<file path="src/hw/rtl/dpm_pkg.sv">
package dpm_pkg;

    // Defaults for the top-level parameters.
    localparam int MAX_SIDE_DEF   = 9;
    localparam int VALUE_BITS_DEF = 8;

    // Fixed field widths.
    localparam int POS_BITS  = 7;
    localparam int SIDE_BITS = 4;
    localparam int RC_BITS   = 4;

    // The two plane sides the block accepts.
    localparam logic [SIDE_BITS-1:0] SIDE_SMALL = 4'd7;
    localparam logic [SIDE_BITS-1:0] SIDE_LARGE = 4'd9;
    localparam logic [POS_BITS-1:0]  CELLS_SMALL = 7'd49;
    localparam logic [POS_BITS-1:0]  CELLS_LARGE = 7'd81;

    // Reciprocals that turn a division by the side into a multiply and shift.
    // They are exact for every position inside a plane of that side.
    localparam logic [7:0] RECIP_SMALL = 8'd147;
    localparam int         SHIFT_SMALL = 10;
    localparam logic [7:0] RECIP_LARGE = 8'd57;
    localparam int         SHIFT_LARGE = 9;

    // Result queue depth.
    localparam int FIFO_DEPTH = 3;

    typedef enum logic {
        OP_CELL  = 1'b0,
        OP_DRAIN = 1'b1
    } op_t;

    typedef enum logic {
        REG_BOARD_SIDE = 1'b0,
        REG_SYMMETRY   = 1'b1
    } reg_idx_t;

    typedef enum logic [2:0] {
        SYM_IDENTITY   = 3'd0,
        SYM_ROT90      = 3'd1,
        SYM_ROT180     = 3'd2,
        SYM_ROT270     = 3'd3,
        SYM_REFLECT    = 3'd4,
        SYM_REF_ROT90  = 3'd5,
        SYM_REF_ROT180 = 3'd6,
        SYM_REF_ROT270 = 3'd7
    } sym_t;

    // Everything about one result except its value.
    typedef struct packed {
        logic [POS_BITS-1:0] position;
        logic                plane_end;
        logic                valid;
        logic                error;
    } meta_t;

    // v * side for the two accepted sides, as a shift and an add or subtract.
    function automatic logic [POS_BITS-1:0] times_side(input logic [RC_BITS-1:0] v,
                                                       input logic [SIDE_BITS-1:0] side);
        logic [POS_BITS-1:0] v8;
        v8 = {v, 3'b000};
        if (side == SIDE_LARGE) begin
            return v8 + POS_BITS'(v);
        end
        return v8 - POS_BITS'(v);
    endfunction

endpackage

</file>
<file path="src/hw/rtl/dpm_plane_mem.sv">
module dpm_plane_mem
    import dpm_pkg::*;
#(
    parameter int DEPTH      = 2 * MAX_SIDE_DEF * MAX_SIDE_DEF,
    parameter int ADDR_BITS  = $clog2(DEPTH),
    parameter int VALUE_BITS = VALUE_BITS_DEF
) (
    input  logic                  aclk,
    input  logic                  we,
    input  logic [ADDR_BITS-1:0]  waddr,
    input  logic [VALUE_BITS-1:0] wdata,
    input  logic                  re,
    input  logic [ADDR_BITS-1:0]  raddr,
    output logic [VALUE_BITS-1:0] rdata
);

    logic [VALUE_BITS-1:0] mem [DEPTH];
    logic [VALUE_BITS-1:0] rdata_reg;

    always_ff @(posedge aclk) begin
        if (we) begin
            mem[waddr] <= wdata;
        end
    end

    always_ff @(posedge aclk) begin
        if (re) begin
            rdata_reg <= mem[raddr];
        end
    end

    assign rdata = rdata_reg;

endmodule

</file>
<file path="src/hw/rtl/dpm_index_ctl.sv">
module dpm_index_ctl
    import dpm_pkg::*;
#(
    parameter int MAX_SIDE   = MAX_SIDE_DEF,
    parameter int VALUE_BITS = VALUE_BITS_DEF,
    parameter int CELLS      = MAX_SIDE * MAX_SIDE,
    parameter int DEPTH      = 2 * CELLS,
    parameter int ADDR_BITS  = $clog2(DEPTH)
) (
    input  logic                  aclk,
    input  logic                  aresetn,
    input  logic                  step,
    input  logic                  op,
    input  logic [VALUE_BITS-1:0] cell_value,
    input  logic [SIDE_BITS-1:0]  side,
    input  sym_t                  sym,
    input  logic                  side_wr,
    input  logic [SIDE_BITS-1:0]  side_wdata,
    output logic                  busy,
    output logic                  mem_we,
    output logic [ADDR_BITS-1:0]  mem_waddr,
    output logic [VALUE_BITS-1:0] mem_wdata,
    output logic [ADDR_BITS-1:0]  mem_raddr,
    output meta_t                 meta
);

    logic [POS_BITS-1:0]  idx_reg, idx_next;
    logic [RC_BITS-1:0]   row_reg, row_next;
    logic [RC_BITS-1:0]   col_reg, col_next;
    logic                 bank_reg, bank_next;
    logic                 present_reg, present_next;
    logic                 clear_reg;
    logic [ADDR_BITS-1:0] clr_addr_reg;

    logic                 side_ok;
    logic [POS_BITS-1:0]  cells;
    logic                 in_range;
    logic [POS_BITS-1:0]  pos;
    logic [RC_BITS-1:0]   row;
    logic [RC_BITS-1:0]   col;
    logic [RC_BITS-1:0]   mx;
    logic                 last;
    logic [RC_BITS-1:0]   tr;
    logic [RC_BITS-1:0]   tc;
    logic [POS_BITS-1:0]  target;
    logic [14:0]          prod_small;
    logic [12:0]          prod_large;
    logic [RC_BITS-1:0]   resync_row;
    logic [POS_BITS-1:0]  resync_rem;

    assign side_ok  = (side == SIDE_SMALL || side == SIDE_LARGE)
                      && ({28'd0, side} <= 32'(MAX_SIDE));
    assign cells    = (side == SIDE_LARGE) ? CELLS_LARGE : CELLS_SMALL;
    assign in_range = idx_reg < cells;
    assign pos      = in_range ? idx_reg : '0;
    assign row      = in_range ? row_reg : '0;
    assign col      = in_range ? col_reg : '0;
    assign mx       = side - 4'd1;
    assign last     = pos == (cells - 7'd1);

    always_comb begin
        case (sym)
            SYM_IDENTITY:   begin tr = row;      tc = col;      end
            SYM_ROT90:      begin tr = col;      tc = mx - row; end
            SYM_ROT180:     begin tr = mx - row; tc = mx - col; end
            SYM_ROT270:     begin tr = mx - col; tc = row;      end
            SYM_REFLECT:    begin tr = row;      tc = mx - col; end
            SYM_REF_ROT90:  begin tr = mx - col; tc = mx - row; end
            SYM_REF_ROT180: begin tr = mx - row; tc = col;      end
            default:        begin tr = col;      tc = row;      end
        endcase
    end

    assign target = times_side(tr, side) + POS_BITS'(tc);

    // Outside the clearing sweep, write and read always touch opposite banks, and a write
    // commits at the same edge its item is accepted, so no later read can see a stale entry.
    always_comb begin
        mem_we    = clear_reg || (step && side_ok && op == OP_CELL);
        mem_wdata = clear_reg ? '0 : cell_value;
        if (clear_reg) begin
            mem_waddr = clr_addr_reg;
        end else begin
            mem_waddr = ADDR_BITS'(target) + (bank_reg ? ADDR_BITS'(CELLS) : '0);
        end
        mem_raddr = ADDR_BITS'(pos) + (bank_reg ? '0 : ADDR_BITS'(CELLS));
    end

    always_comb begin
        meta.position  = side_ok ? pos : idx_reg;
        meta.plane_end = side_ok && last;
        meta.valid     = side_ok && present_reg;
        meta.error     = !side_ok;
    end

    // Row and column of the current index under a newly written side.
    assign prod_small = 15'(idx_reg) * 15'(RECIP_SMALL);
    assign prod_large = 13'(idx_reg) * 13'(RECIP_LARGE);
    assign resync_row = (side_wdata == SIDE_SMALL) ? prod_small[SHIFT_SMALL +: RC_BITS]
                                                   : prod_large[SHIFT_LARGE +: RC_BITS];
    assign resync_rem = idx_reg - times_side(resync_row, side_wdata);

    always_comb begin
        idx_next     = idx_reg;
        row_next     = row_reg;
        col_next     = col_reg;
        bank_next    = bank_reg;
        present_next = present_reg;
        if (side_wr) begin
            row_next = resync_row;
            col_next = resync_rem[RC_BITS-1:0];
        end else if (step && side_ok) begin
            if (last) begin
                idx_next     = '0;
                row_next     = '0;
                col_next     = '0;
                bank_next    = !bank_reg;
                present_next = 1'b1;
            end else begin
                idx_next = pos + 7'd1;
                if (col == mx) begin
                    col_next = '0;
                    row_next = row + 4'd1;
                end else begin
                    col_next = col + 4'd1;
                    row_next = row;
                end
            end
        end
    end

    always_ff @(posedge aclk) begin
        if (!aresetn) begin
            idx_reg     <= '0;
            row_reg     <= '0;
            col_reg     <= '0;
            bank_reg    <= 1'b0;
            present_reg <= 1'b0;
        end else begin
            idx_reg     <= idx_next;
            row_reg     <= row_next;
            col_reg     <= col_next;
            bank_reg    <= bank_next;
            present_reg <= present_next;
        end
    end

    always_ff @(posedge aclk) begin
        if (!aresetn) begin
            clear_reg    <= 1'b1;
            clr_addr_reg <= '0;
        end else if (clear_reg) begin
            if (clr_addr_reg == ADDR_BITS'(DEPTH - 1)) begin
                clear_reg <= 1'b0;
            end
            clr_addr_reg <= clr_addr_reg + 1'b1;
        end
    end

    assign busy = clear_reg;

endmodule

</file>
<file path="src/hw/rtl/dpm_out_fifo.sv">
module dpm_out_fifo
    import dpm_pkg::*;
#(
    parameter int VALUE_BITS = VALUE_BITS_DEF,
    parameter int DEPTH      = FIFO_DEPTH,
    parameter int PTR_BITS   = $clog2(DEPTH),
    parameter int CNT_BITS   = $clog2(DEPTH + 1)
) (
    input  logic                  aclk,
    input  logic                  aresetn,
    input  logic                  push,
    input  logic [VALUE_BITS-1:0] push_value,
    input  meta_t                 push_meta,
    input  logic                  pop,
    output logic [CNT_BITS-1:0]   count,
    output logic [VALUE_BITS-1:0] head_value,
    output meta_t                 head_meta
);

    logic [VALUE_BITS-1:0] value_q [DEPTH];
    meta_t                 meta_q  [DEPTH];
    logic [PTR_BITS-1:0]   wr_ptr_reg;
    logic [PTR_BITS-1:0]   rd_ptr_reg;
    logic [CNT_BITS-1:0]   count_reg;

    function automatic logic [PTR_BITS-1:0] ptr_inc(input logic [PTR_BITS-1:0] p);
        return (p == PTR_BITS'(DEPTH - 1)) ? '0 : p + 1'b1;
    endfunction

    always_ff @(posedge aclk) begin
        if (push) begin
            value_q[wr_ptr_reg] <= push_value;
            meta_q[wr_ptr_reg]  <= push_meta;
        end
    end

    always_ff @(posedge aclk) begin
        if (!aresetn) begin
            wr_ptr_reg <= '0;
            rd_ptr_reg <= '0;
            count_reg  <= '0;
        end else begin
            if (push) begin
                wr_ptr_reg <= ptr_inc(wr_ptr_reg);
            end
            if (pop) begin
                rd_ptr_reg <= ptr_inc(rd_ptr_reg);
            end
            if (push && !pop) begin
                count_reg <= count_reg + 1'b1;
            end else if (pop && !push) begin
                count_reg <= count_reg - 1'b1;
            end
        end
    end

    assign count      = count_reg;
    assign head_value = value_q[rd_ptr_reg];
    assign head_meta  = meta_q[rd_ptr_reg];

endmodule

</file>
<file path="src/hw/rtl/square_grid_dihedral_permuter.sv">
// A result word is registered in the read stage and then queued before it appears on m_.
// Throughput: one input word and one result word per cycle while m_ready is held high, limited
// by the single write and read ports of the plane memory; a three-entry result queue absorbs
// output stalls. Reset: synchronous, active-low aresetn. After reset the block sweeps every entry
// of the plane memory to zero with s_ready low; APB writes are taken.
module square_grid_dihedral_permuter
    import dpm_pkg::*;
#(
    parameter int MAX_SIDE   = MAX_SIDE_DEF,
    parameter int VALUE_BITS = VALUE_BITS_DEF
) (
    input  logic                         aclk,
    input  logic                         aresetn,
    // Configuration port.
    input  logic                         psel,
    input  logic                         penable,
    input  logic                         pwrite,
    input  logic [2:0]                   paddr,
    input  logic [31:0]                  pwdata,
    output logic [31:0]                  prdata,
    output logic                         pready,
    // Input channel.
    input  logic                         s_valid,
    output logic                         s_ready,
    input  logic                         s_op,
    input  logic signed [VALUE_BITS-1:0] s_cell_value,
    // Result channel.
    output logic                         m_valid,
    input  logic                         m_ready,
    output logic signed [VALUE_BITS-1:0] m_out_value,
    output logic [POS_BITS-1:0]          m_out_position,
    output logic                         m_plane_end,
    output logic                         m_out_valid,
    output logic                         m_config_error
);

    localparam int CELLS     = MAX_SIDE * MAX_SIDE;
    localparam int DEPTH     = 2 * CELLS;
    localparam int ADDR_BITS = $clog2(DEPTH);
    localparam int CNT_BITS  = $clog2(FIFO_DEPTH + 1);
    localparam int OCC_BITS  = $clog2(FIFO_DEPTH + 2);

    // Configuration registers. The register index is taken from paddr[2]; the low
    // address bits are ignored, as on a word-aligned bus.
    logic [SIDE_BITS-1:0] side_reg;
    sym_t                 sym_reg;
    reg_idx_t             reg_idx;
    logic                 cfg_wr;

    assign pready  = 1'b1;
    assign reg_idx = reg_idx_t'(paddr[2]);
    assign cfg_wr  = psel && penable && pwrite && pready;

    always_ff @(posedge aclk) begin
        if (!aresetn) begin
            side_reg <= SIDE_LARGE;
            sym_reg  <= SYM_IDENTITY;
        end else if (cfg_wr) begin
            case (reg_idx)
                REG_BOARD_SIDE: side_reg <= pwdata[SIDE_BITS-1:0];
                REG_SYMMETRY:   sym_reg  <= sym_t'(pwdata[2:0]);
                default: ;
            endcase
        end
    end

    always_comb begin
        case (reg_idx)
            REG_BOARD_SIDE: prdata = {28'd0, side_reg};
            REG_SYMMETRY:   prdata = {29'd0, sym_reg};
            default:        prdata = '0;
        endcase
    end

    // Index control: walks the plane position, maps each cell to its
    // transformed address in the write bank, and reads the same position
    // of the other bank. It also runs the clearing sweep after reset.
    logic                  busy;
    logic                  s_accept;
    logic                  mem_we;
    logic [ADDR_BITS-1:0]  mem_waddr;
    logic [VALUE_BITS-1:0] mem_wdata;
    logic [ADDR_BITS-1:0]  mem_raddr;
    logic [VALUE_BITS-1:0] mem_rdata;
    meta_t                 meta;

    assign s_accept = s_valid && s_ready;

    dpm_index_ctl #(
        .MAX_SIDE   (MAX_SIDE),
        .VALUE_BITS (VALUE_BITS),
        .CELLS      (CELLS),
        .DEPTH      (DEPTH),
        .ADDR_BITS  (ADDR_BITS)
    ) u_index_ctl (
        .aclk       (aclk),
        .aresetn    (aresetn),
        .step       (s_accept),
        .op         (s_op),
        .cell_value (s_cell_value),
        .side       (side_reg),
        .sym        (sym_reg),
        .side_wr    (cfg_wr && reg_idx == REG_BOARD_SIDE),
        .side_wdata (pwdata[SIDE_BITS-1:0]),
        .busy       (busy),
        .mem_we     (mem_we),
        .mem_waddr  (mem_waddr),
        .mem_wdata  (mem_wdata),
        .mem_raddr  (mem_raddr),
        .meta       (meta)
    );

    // Both ping-pong banks live in one memory: bank 0 in the lower half.
    dpm_plane_mem #(
        .DEPTH      (DEPTH),
        .ADDR_BITS  (ADDR_BITS),
        .VALUE_BITS (VALUE_BITS)
    ) u_plane_mem (
        .aclk  (aclk),
        .we    (mem_we),
        .waddr (mem_waddr),
        .wdata (mem_wdata),
        .re    (s_accept),
        .raddr (mem_raddr),
        .rdata (mem_rdata)
    );

    // Read stage: the word's result fields are registered here alongside the memory read,
    // then both go into the result queue together.
    logic  rd_valid_reg;
    meta_t rd_meta_reg;

    always_ff @(posedge aclk) begin
        if (!aresetn) begin
            rd_valid_reg <= 1'b0;
        end else begin
            rd_valid_reg <= s_accept;
        end
    end

    always_ff @(posedge aclk) begin
        if (s_accept) begin
            rd_meta_reg <= meta;
        end
    end

    logic [CNT_BITS-1:0]   fifo_count;
    logic [VALUE_BITS-1:0] head_value;
    meta_t                 head_meta;
    logic [OCC_BITS-1:0]   occupancy;

    dpm_out_fifo #(
        .VALUE_BITS (VALUE_BITS),
        .DEPTH      (FIFO_DEPTH)
    ) u_out_fifo (
        .aclk       (aclk),
        .aresetn    (aresetn),
        .push       (rd_valid_reg),
        .push_value (rd_meta_reg.error ? '0 : mem_rdata),
        .push_meta  (rd_meta_reg),
        .pop        (m_valid && m_ready),
        .count      (fifo_count),
        .head_value (head_value),
        .head_meta  (head_meta)
    );

    // A new word is taken only when the queue has room for it and for the
    // word already in the read stage, so a read result never has to be held.
    assign occupancy = OCC_BITS'(fifo_count) + OCC_BITS'(rd_valid_reg);
    assign s_ready   = !busy && (occupancy < OCC_BITS'(FIFO_DEPTH));

    assign m_valid        = fifo_count != '0;
    assign m_out_value    = head_value;
    assign m_out_position = head_meta.position;
    assign m_plane_end    = head_meta.plane_end;
    assign m_out_valid    = head_meta.valid;
    assign m_config_error = head_meta.error;

endmodule

</file>
<file path="config.mk">
export PLATFORM = sky130hd
export DESIGN_NAME = square_grid_dihedral_permuter
export DESIGN_NICKNAME = d
export VERILOG_FILES = /design/src/hw/rtl/dpm_pkg.sv /design/src/hw/rtl/dpm_plane_mem.sv /design/src/hw/rtl/dpm_index_ctl.sv /design/src/hw/rtl/dpm_out_fifo.sv /design/src/hw/rtl/square_grid_dihedral_permuter.sv
export SDC_FILE = /design/constraint.sdc
export NUM_CORES = 2
export LEC_CHECK = 0
export BUFFER_PORTS_ARGS = -buffer_cell sky130_fd_sc_hd__buf_2
export CAP_MARGIN = 10
export CORE_MARGIN = 2
export CORE_UTILIZATION = 35
export DETAILED_ROUTE_END_ITERATION = 7
export PLACE_DENSITY = 0.55
export SLEW_MARGIN = 0
export SYNTH_ARGS = -nofsm -noshare
export SYNTH_HDL_FRONTEND = slang
export SYNTH_SLANG_ARGS = --single-unit
</file>
<file path="constraint.sdc">
create_clock -name aclk -period 15.04 [get_ports aclk]
set_input_delay 3.008 -clock aclk [delete_from_list [all_inputs] [get_ports aclk]]
set_output_delay 3.008 -clock aclk [all_outputs]
set_load 0.01 [all_outputs]
</file>
# Yosys cells after proc, flatten, opt, wreduce, memory -nomap -nowiden
# Memory sizes are Yosys's and may differ from the RTL's. A register that Yosys moved wholly into a read port is not among the register bits.
# Index checks and enable logic that the tools add are counted.
[word_totals]
register_bits = 50
mem_bits_rw = 1350
in_bits = 51
mem_count = 3
[mem_list]
columns = ["memory", "depth", "width", "read_ports", "rd_clocked_by_memory_dff", "write_ports", "line_no", "source"]
rows = [
  ["u_plane_mem.mem", 162, 8, 1, 1, 1, "dpm_plane_mem.sv:17", "logic [VALUE_BITS-1:0] mem [DEPTH];"],
  ["u_out_fifo.meta_q", 3, 10, 1, 1, 1, "dpm_out_fifo.sv:21", "meta_t meta_q [DEPTH];"],
  ["u_out_fifo.value_q", 3, 8, 1, 1, 1, "dpm_out_fifo.sv:20", "logic [VALUE_BITS-1:0] value_q [DEPTH];"],
]
[classes]
add_sub_neg = 21
mul = 2
order_cmp = 3
eq_ne = 15
mux = 43
bitwise = 3
n_reduce_logical = 34
[op_table]
columns = ["op", "n"]
rows = [
  ["case mux 32 bit (2 select lines)", 1],
  ["2-to-1 mux 7 bit", 8],
  ["2-to-1 mux 4 bit", 13],
  ["2-to-1 mux 8 bit", 3],
  ["case mux 4 bit (3 select lines)", 2],
  ["adder 7 x 8 -> 8 bit", 2],
  ["2-to-1 mux 2 bit", 8],
  ["subtractor 4 bit", 4],
  ["adder 7 x 4 -> 7 bit", 2],
  ["multiplier 7 x 8 -> 14 bit (second input constant)", 1],
  ["logical AND 1 bit", 13],
  ["multiplier 7 x 6 -> 13 bit (second input constant)", 1],
  ["OR reduction 2 bit", 6],
  ["== test 3 bit (second input constant)", 3],
  ["adder 4 x 1 -> 4 bit (second input constant)", 2],
  ["adder 8 x 1 -> 8 bit (second input constant)", 1],
  ["== test 4 x 3 -> 1 bit (second input constant)", 2],
  ["== test 4 bit (second input constant)", 2],
  ["== test 8 bit (second input constant)", 1],
  ["2-to-1 mux 1 bit", 8],
  ["adder 7 x 1 -> 7 bit (second input constant)", 1],
  ["== test 7 bit", 1],
  ["< comparator 7 bit", 1],
  ["subtractor 7 x 1 -> 7 bit (second input constant)", 1],
  ["other kinds (19)", 34],
]

# Depth between registers and ports, before layout
[logic_depth]
word_depth = 12
depth_mapped = 35

# Hierarchy
# A second synthesis with hierarchy kept.
[unflattened]
cells_unflattened = 3278
hier_area_um2 = 59158.0
[by_module_without_submodules]
columns = ["mod", "instances", "cells_per_inst", "area_each_um2", "seq_area_each_um2"]
rows = [
  ["dpm_plane_mem", 1, 2439, 50981.4, 39157.6],
  ["dpm_index_ctl", 1, 603, 4874.7, 520.5],
  ["dpm_out_fifo", 1, 145, 2309.7, 1781.7],
  ["square_grid_dihedral_permuter", 1, 91, 992.2, 460.4],
]

# Worst setup path before layout
# Ideal clock, no wire load.
[synth_timing]
kind = "input to register"
from = "in s_cell_value[0]"
to = "mem u_plane_mem.mem[0][0] (netlist name), data pin"
arrival_ps = 6926
path_slack_ps = 7124
cell_stages = 1
path_buffers = 0
path_cell_list = "nor2b_1"
[synth_via]
elab_chain_cells = 1
[synth_rtl]
columns = ["item", "line_no", "source"]
rows = [
  ["from (decl)", "square_grid_dihedral_permuter.sv:26", "input logic signed [VALUE_BITS-1:0] s_cell_value,"],
  ["2-to-1 mux 8 bit", "dpm_index_ctl.sv:80", "mem_wdata = clear_reg ? '0 : cell_value;"],
  ["to (decl)", "dpm_plane_mem.sv:17", ""],
]
# Every way passes these cells.

# Worst setup path in the final report
[layout_timing]
from = "reg side_reg[0]"
to = "mem u_plane_mem.mem[30][7] (netlist name) (enable)"
[layout_via]
elab_chain_cells = 12
elab_cells_between_ends = 27
classes_between = "7 x add/sub; 2 x order compare; 2 x eq/ne; 11 x mux; 5 x reduce/logical"
[layout_rtl]
columns = ["item", "line_no", "source"]
rows = [
  ["from (decl)", "square_grid_dihedral_permuter.sv:45", "logic [SIDE_BITS-1:0] side_reg;"],
  ["from (signal assigned)", "square_grid_dihedral_permuter.sv:60", "REG_BOARD_SIDE: side_reg <= pwdata[SIDE_BITS-1:0];"],
  ["== test 4 bit", "dpm_pkg.sv:62, dpm_index_ctl.sv:51, dpm_index_ctl.sv:53", ""],
  ["2-to-1 mux 7 bit", "dpm_index_ctl.sv:53", "assign cells = (side == SIDE_LARGE) ? CELLS_LARGE : CELLS_SMALL;"],
  ["< comparator 7 bit", "dpm_index_ctl.sv:54", "assign in_range = idx_reg < cells;"],
  ["2-to-1 mux 4 bit (on tied branches)", "dpm_index_ctl.sv:56, dpm_index_ctl.sv:57", ""],
  ["subtractor 4 bit (on tied branches)", "n/a", ""],
  ["case mux 4 bit (3 select lines)", "dpm_index_ctl.sv:62", "case (sym)"],
  ["adder 7 x 4 -> 7 bit", "dpm_pkg.sv:63", "return v8 + POS_BITS'(v);"],
  ["2-to-1 mux 7 bit", "dpm_pkg.sv:62", "if (side == SIDE_LARGE) begin"],
  ["2-to-1 mux 7 bit", "dpm_pkg.sv:65", "return v8 - POS_BITS'(v);"],
  ["adder 7 x 4 -> 7 bit", "dpm_index_ctl.sv:74", "assign target = times_side(tr, side) + POS_BITS'(tc);"],
  ["adder 7 x 8 -> 8 bit", "dpm_index_ctl.sv:84", "mem_waddr = ADDR_BITS'(target) + (bank_reg ? ADDR_BITS'(CELLS) : '0);"],
  ["2-to-1 mux 8 bit", "dpm_index_ctl.sv:81", "if (clear_reg) begin"],
]
# Parallel ways exist; a longest one is shown, timed or not. The select of a mux whose other input is x is not followed.

==> run summary <==
The final layout contains 3,316 nets. After detailed routing, the total wire length is 139,000 microns. Entering global routing, the biggest net connects 108 pins. The tool flagged a number of max-cap violations equal to 0.

The critical path in this run is classified as flop to flop. The final number of setup-violating endpoints came out at 0. The count of standard-cell rows is 150.

The tools report the initial antenna violation count as 2. The congestion estimate from routability-driven global placement came to 0.790. The number of sinks handled by clock tree synthesis was 1,410; the async set-reset flop share out of synthesis was 0%. The via count of the first global-routing pass came out at 29,000. The slowest cell on the critical path was sky130_fd_sc_hd__nor2_1. The count of buffers from port buffering was 44; the final-layout setup total negative slack was 0 ns. The tools report the highest achievable clock rate as 0.105 GHz. Data on the critical path is required at its endpoint by 15.44 ns. A synthesized cell averages 19.4 sq um. The clock share of power was 45.7%; the area of the die was 0.172 sq mm. The completed layout was analyzed and its total power is 7.97 mW.

The post-route minimum period came out at 9.48 ns. In the final layout, the multi-input gates occupy 0.0162 sq mm. TritonCTS built the clock tree. Using the TritonRoute via totals, the vias-per-cell ratio works out to 5.21. After clock tree synthesis, the repair step resized 0 gates. The leftover overflow at the end of global routing is 0, and the peak supply drop is 0.000117 V. Cells with a size suffix above 1 make up 26.1% of the layout. Grouping stages by cell kind, the critical path spends the most delay in simple AND/OR/NAND/NOR gates.

The clock passes through at most 3 buffers. At the pin with the least slew margin, the transition time is 1.19 ns. The detailed-router iteration count before antenna repair was 6; the sequential element share of the synthesized area was 71.0%.

In this run, the combinational gates consume 0.9% of the power. The internal portion of the total power is 6.39 mW. The final setup skew is 0.0460 ns.

The number of buffer and inverter stages on the critical path was 3; the placed wire-length estimate was 86,400 microns. The largest registers in the layout are u_plane_mem.mem: 1296 flops, u_out_fifo.meta_q: 30 flops, u_out_fifo.value_q: 24 flops. The worst setup path is launched from a flop.

After the flow finishes, the layout carries non-filler instances totaling 5,472. The class of the tightest hold or removal check was flop to flop. For the number of placed instances, taps included, the log shows 5,206. TritonCTS created 148 clock buffers.

For the clock latency of the later-clocked register in the worst-skew pair, the log shows 0.78 ns. For the switching power, the log shows 1.58 mW. The tools report the share of the core filled with cells as 39.9%.

The tools report the part of the total power dissipated in sequential elements as 53.4%. The first global-routing pass estimated 203,000 microns of wire. The sequential cells in the finished layout cover a total of 0.0419 sq mm. The number of DRC markers in iteration 0 was 2,641; the netlist area before placement was 0.0591 sq mm.

Net switching is 19.9% of the power. The Yosys step of the flow raised 0 warnings. Among the stages of the critical path, the cell type that occurs most often is sky130_fd_sc_hd__ha_1. The tree is rooted in a sky130_fd_sc_hd__clkbuf_16. The tools report the hold violation total from the final report as 0. The region available for standard cell placement spans 0.167 sq mm. The power per cell area was 119 mW/mm^2; the post-detailed-route DRC marker count was 0. The tools report the post-synthesis cell type count as 85.

STA puts the critical path data arrival time at 9.88 ns. After clock tree synthesis, the clock-pin slew on the worst setup and hold paths is 0.06 ns. The run gives 4 as the H-tree depth reported by CTS. The layout filler cell count was 14,900. For this run, the leading register cell type out of synthesis is sky130_fd_sc_hd__edfxtp_1.

The worst setup path is captured at a flop. The total leakage power is 21.8 nW, and the number of register bits inferred by synthesis is 1,410. In this design, the stage delay of the slowest critical-path cell is 0.78 ns.

The die boundary height came out at 415 microns. The top-level port count was 104; the worst hold margin was 0.461 ns. The headroom to the max-slew limit came out at 20.2%. Setup repair after global routing left no endpoint under its margin. The final count of pins violating max slew is 0. The die width came out at 415 microns.

Ranked by flip-flop count, first place goes to u_plane_mem.mem. For this configuration, the core starts out at a cell density of 35.3%. Synthesis produced 3,037 cells.

The flow ran to the end, and the final reports show no timing, DRC or antenna violations. The run gives 0 as the number of hold buffers added after cts. The fraction of the cycle the final worst path needs came out at 63.0%. The layout-stage area growth over the synthesis result came out at 13.2%.

Maximum fanout count along the critical path: 16. The count of nets left with antenna violations once routing finished came out at 0. After detailed routing, the average wire length per cell comes to 25.3 microns. For this block, the via count after detailed routing is 28,500. The count of buffers added by post-CTS timing repair for setup was 0; the number of flops mapped to enable cells by yosys was 1,368. Across every metal layer, demand over resource in global routing totals 16.0%. The register with the most flip-flops in the layout has 1,296 of them.
==> cell usage in the layout, fill, tap and decap left out, drive strengths merged, types with 58 or more instances in the layout <==
| cell | count |
|---|---|
| ha | 96 |
| mux4 | 400 |
| nor3 | 108 |
| o21ai | 61 |
| clkbuf | 186 |
| clkinv | 58 |
| nor2 | 128 |
| nand2 | 183 |
| buf | 130 |
| edfxtp | 1368 |
==> layer usage <==
layer  global-route usage, %  wire length [microns]
met1                    22.3                  61400
met2                    25.6                  66200
met3                    3.37                   7670
met4                    4.40                   3260
met5                       0                      0
==> layout make-up <==
class / instances / share of cell area [%]
Antenna cell: 2 / 0.00749
Clock buffer: 184 / 5.90
Clock inverter: 78 / 1.33
Inverter: 53 / 0.298
Multi-Input combinational cell: 1409 / 24.3
Sequential cell: 1410 / 62.7
Tap cell: 2204 / 4.12
Timing Repair Buffer: 132 / 1.37
==> stage by stage <==
stage                     cell area, sq um  setup WS [ns]
after floorplan                      59200           7.12
after global placement               62000           5.66
after detailed placement             62000           5.58
after CTS                            66800           5.56
after global routing                 66900           5.01
final                                66900           5.56
==> Yosys cell counts, drive strengths merged, types with 5 or more instances <==
cell type	n	share of area [%]
edfxtp	1368	70
nand2	183	1.2
clkbuf	113	0.72
ha	96	2.0
a21boi	10	0.13
nor3	108	1.5
or3	13	0.15
o21a	7	0.089
nor2	128	0.81
mux4	400	15
nand3	12	0.10
nand4	7	0.074
nand2b	12	0.13
xor2	13	0.19
a31o	5	0.074
mux2i	50	0.85
o2111ai	9	0.13
a21oi	25	0.21
and3	14	0.15
a31oi	14	0.19
and2	17	0.18
inv	51	0.32
dfxtp	42	1.4
xnor2	38	0.60
o21ai	61	0.54
nor2b	41	0.43
nor3b	7	0.089
a21o	7	0.089
a32oi	12	0.18
fa	15	0.51
buf	79	0.89
a211oi	7	0.11
a221oi	8	0.12
==> power groups by stage <==
| stage | combinational (mW) | clock (mW) | sequential, mW |
|---|---|---|---|
| after floorplan | 0.0556 | 0 | 4.34 |
| after global placement | 0.0734 | 0 | 4.34 |
| after detailed placement | 0.0735 | 0 | 4.34 |
| after CTS | 0.0740 | 3.73 | 4.25 |
| after global routing | 0.0809 | 3.89 | 4.25 |
| final | 0.0739 | 3.64 | 4.25 |
==> worst paths after layout <==
check             depth (start not counted)                 endpoint  slack [ns]               startpoint
setup / recovery                         29   u_plane_mem.mem[30][7]        5.56              side_reg[0]
hold / removal                            1  u_index_ctl.present_reg        0.46  u_index_ctl.present_reg
setup reg to reg                         29   u_plane_mem.mem[30][7]        5.56              side_reg[0]
hold reg to reg                           1  u_index_ctl.present_reg        0.46  u_index_ctl.present_reg
==> cells by family after synthesis <==
group	Yosys count	synth area share [%]
DFF	1410	71.0
muxes	453	16.2
buffers and inverters	245	1.95
adders and majority gates	111	2.54
xor gates and xnor gates	52	0.828
AOI/OAI and AO/OA	202	2.48
other	2	0.0127
and+or+nand+nor	562	5.05
Power figures use the tool's default switching activity.
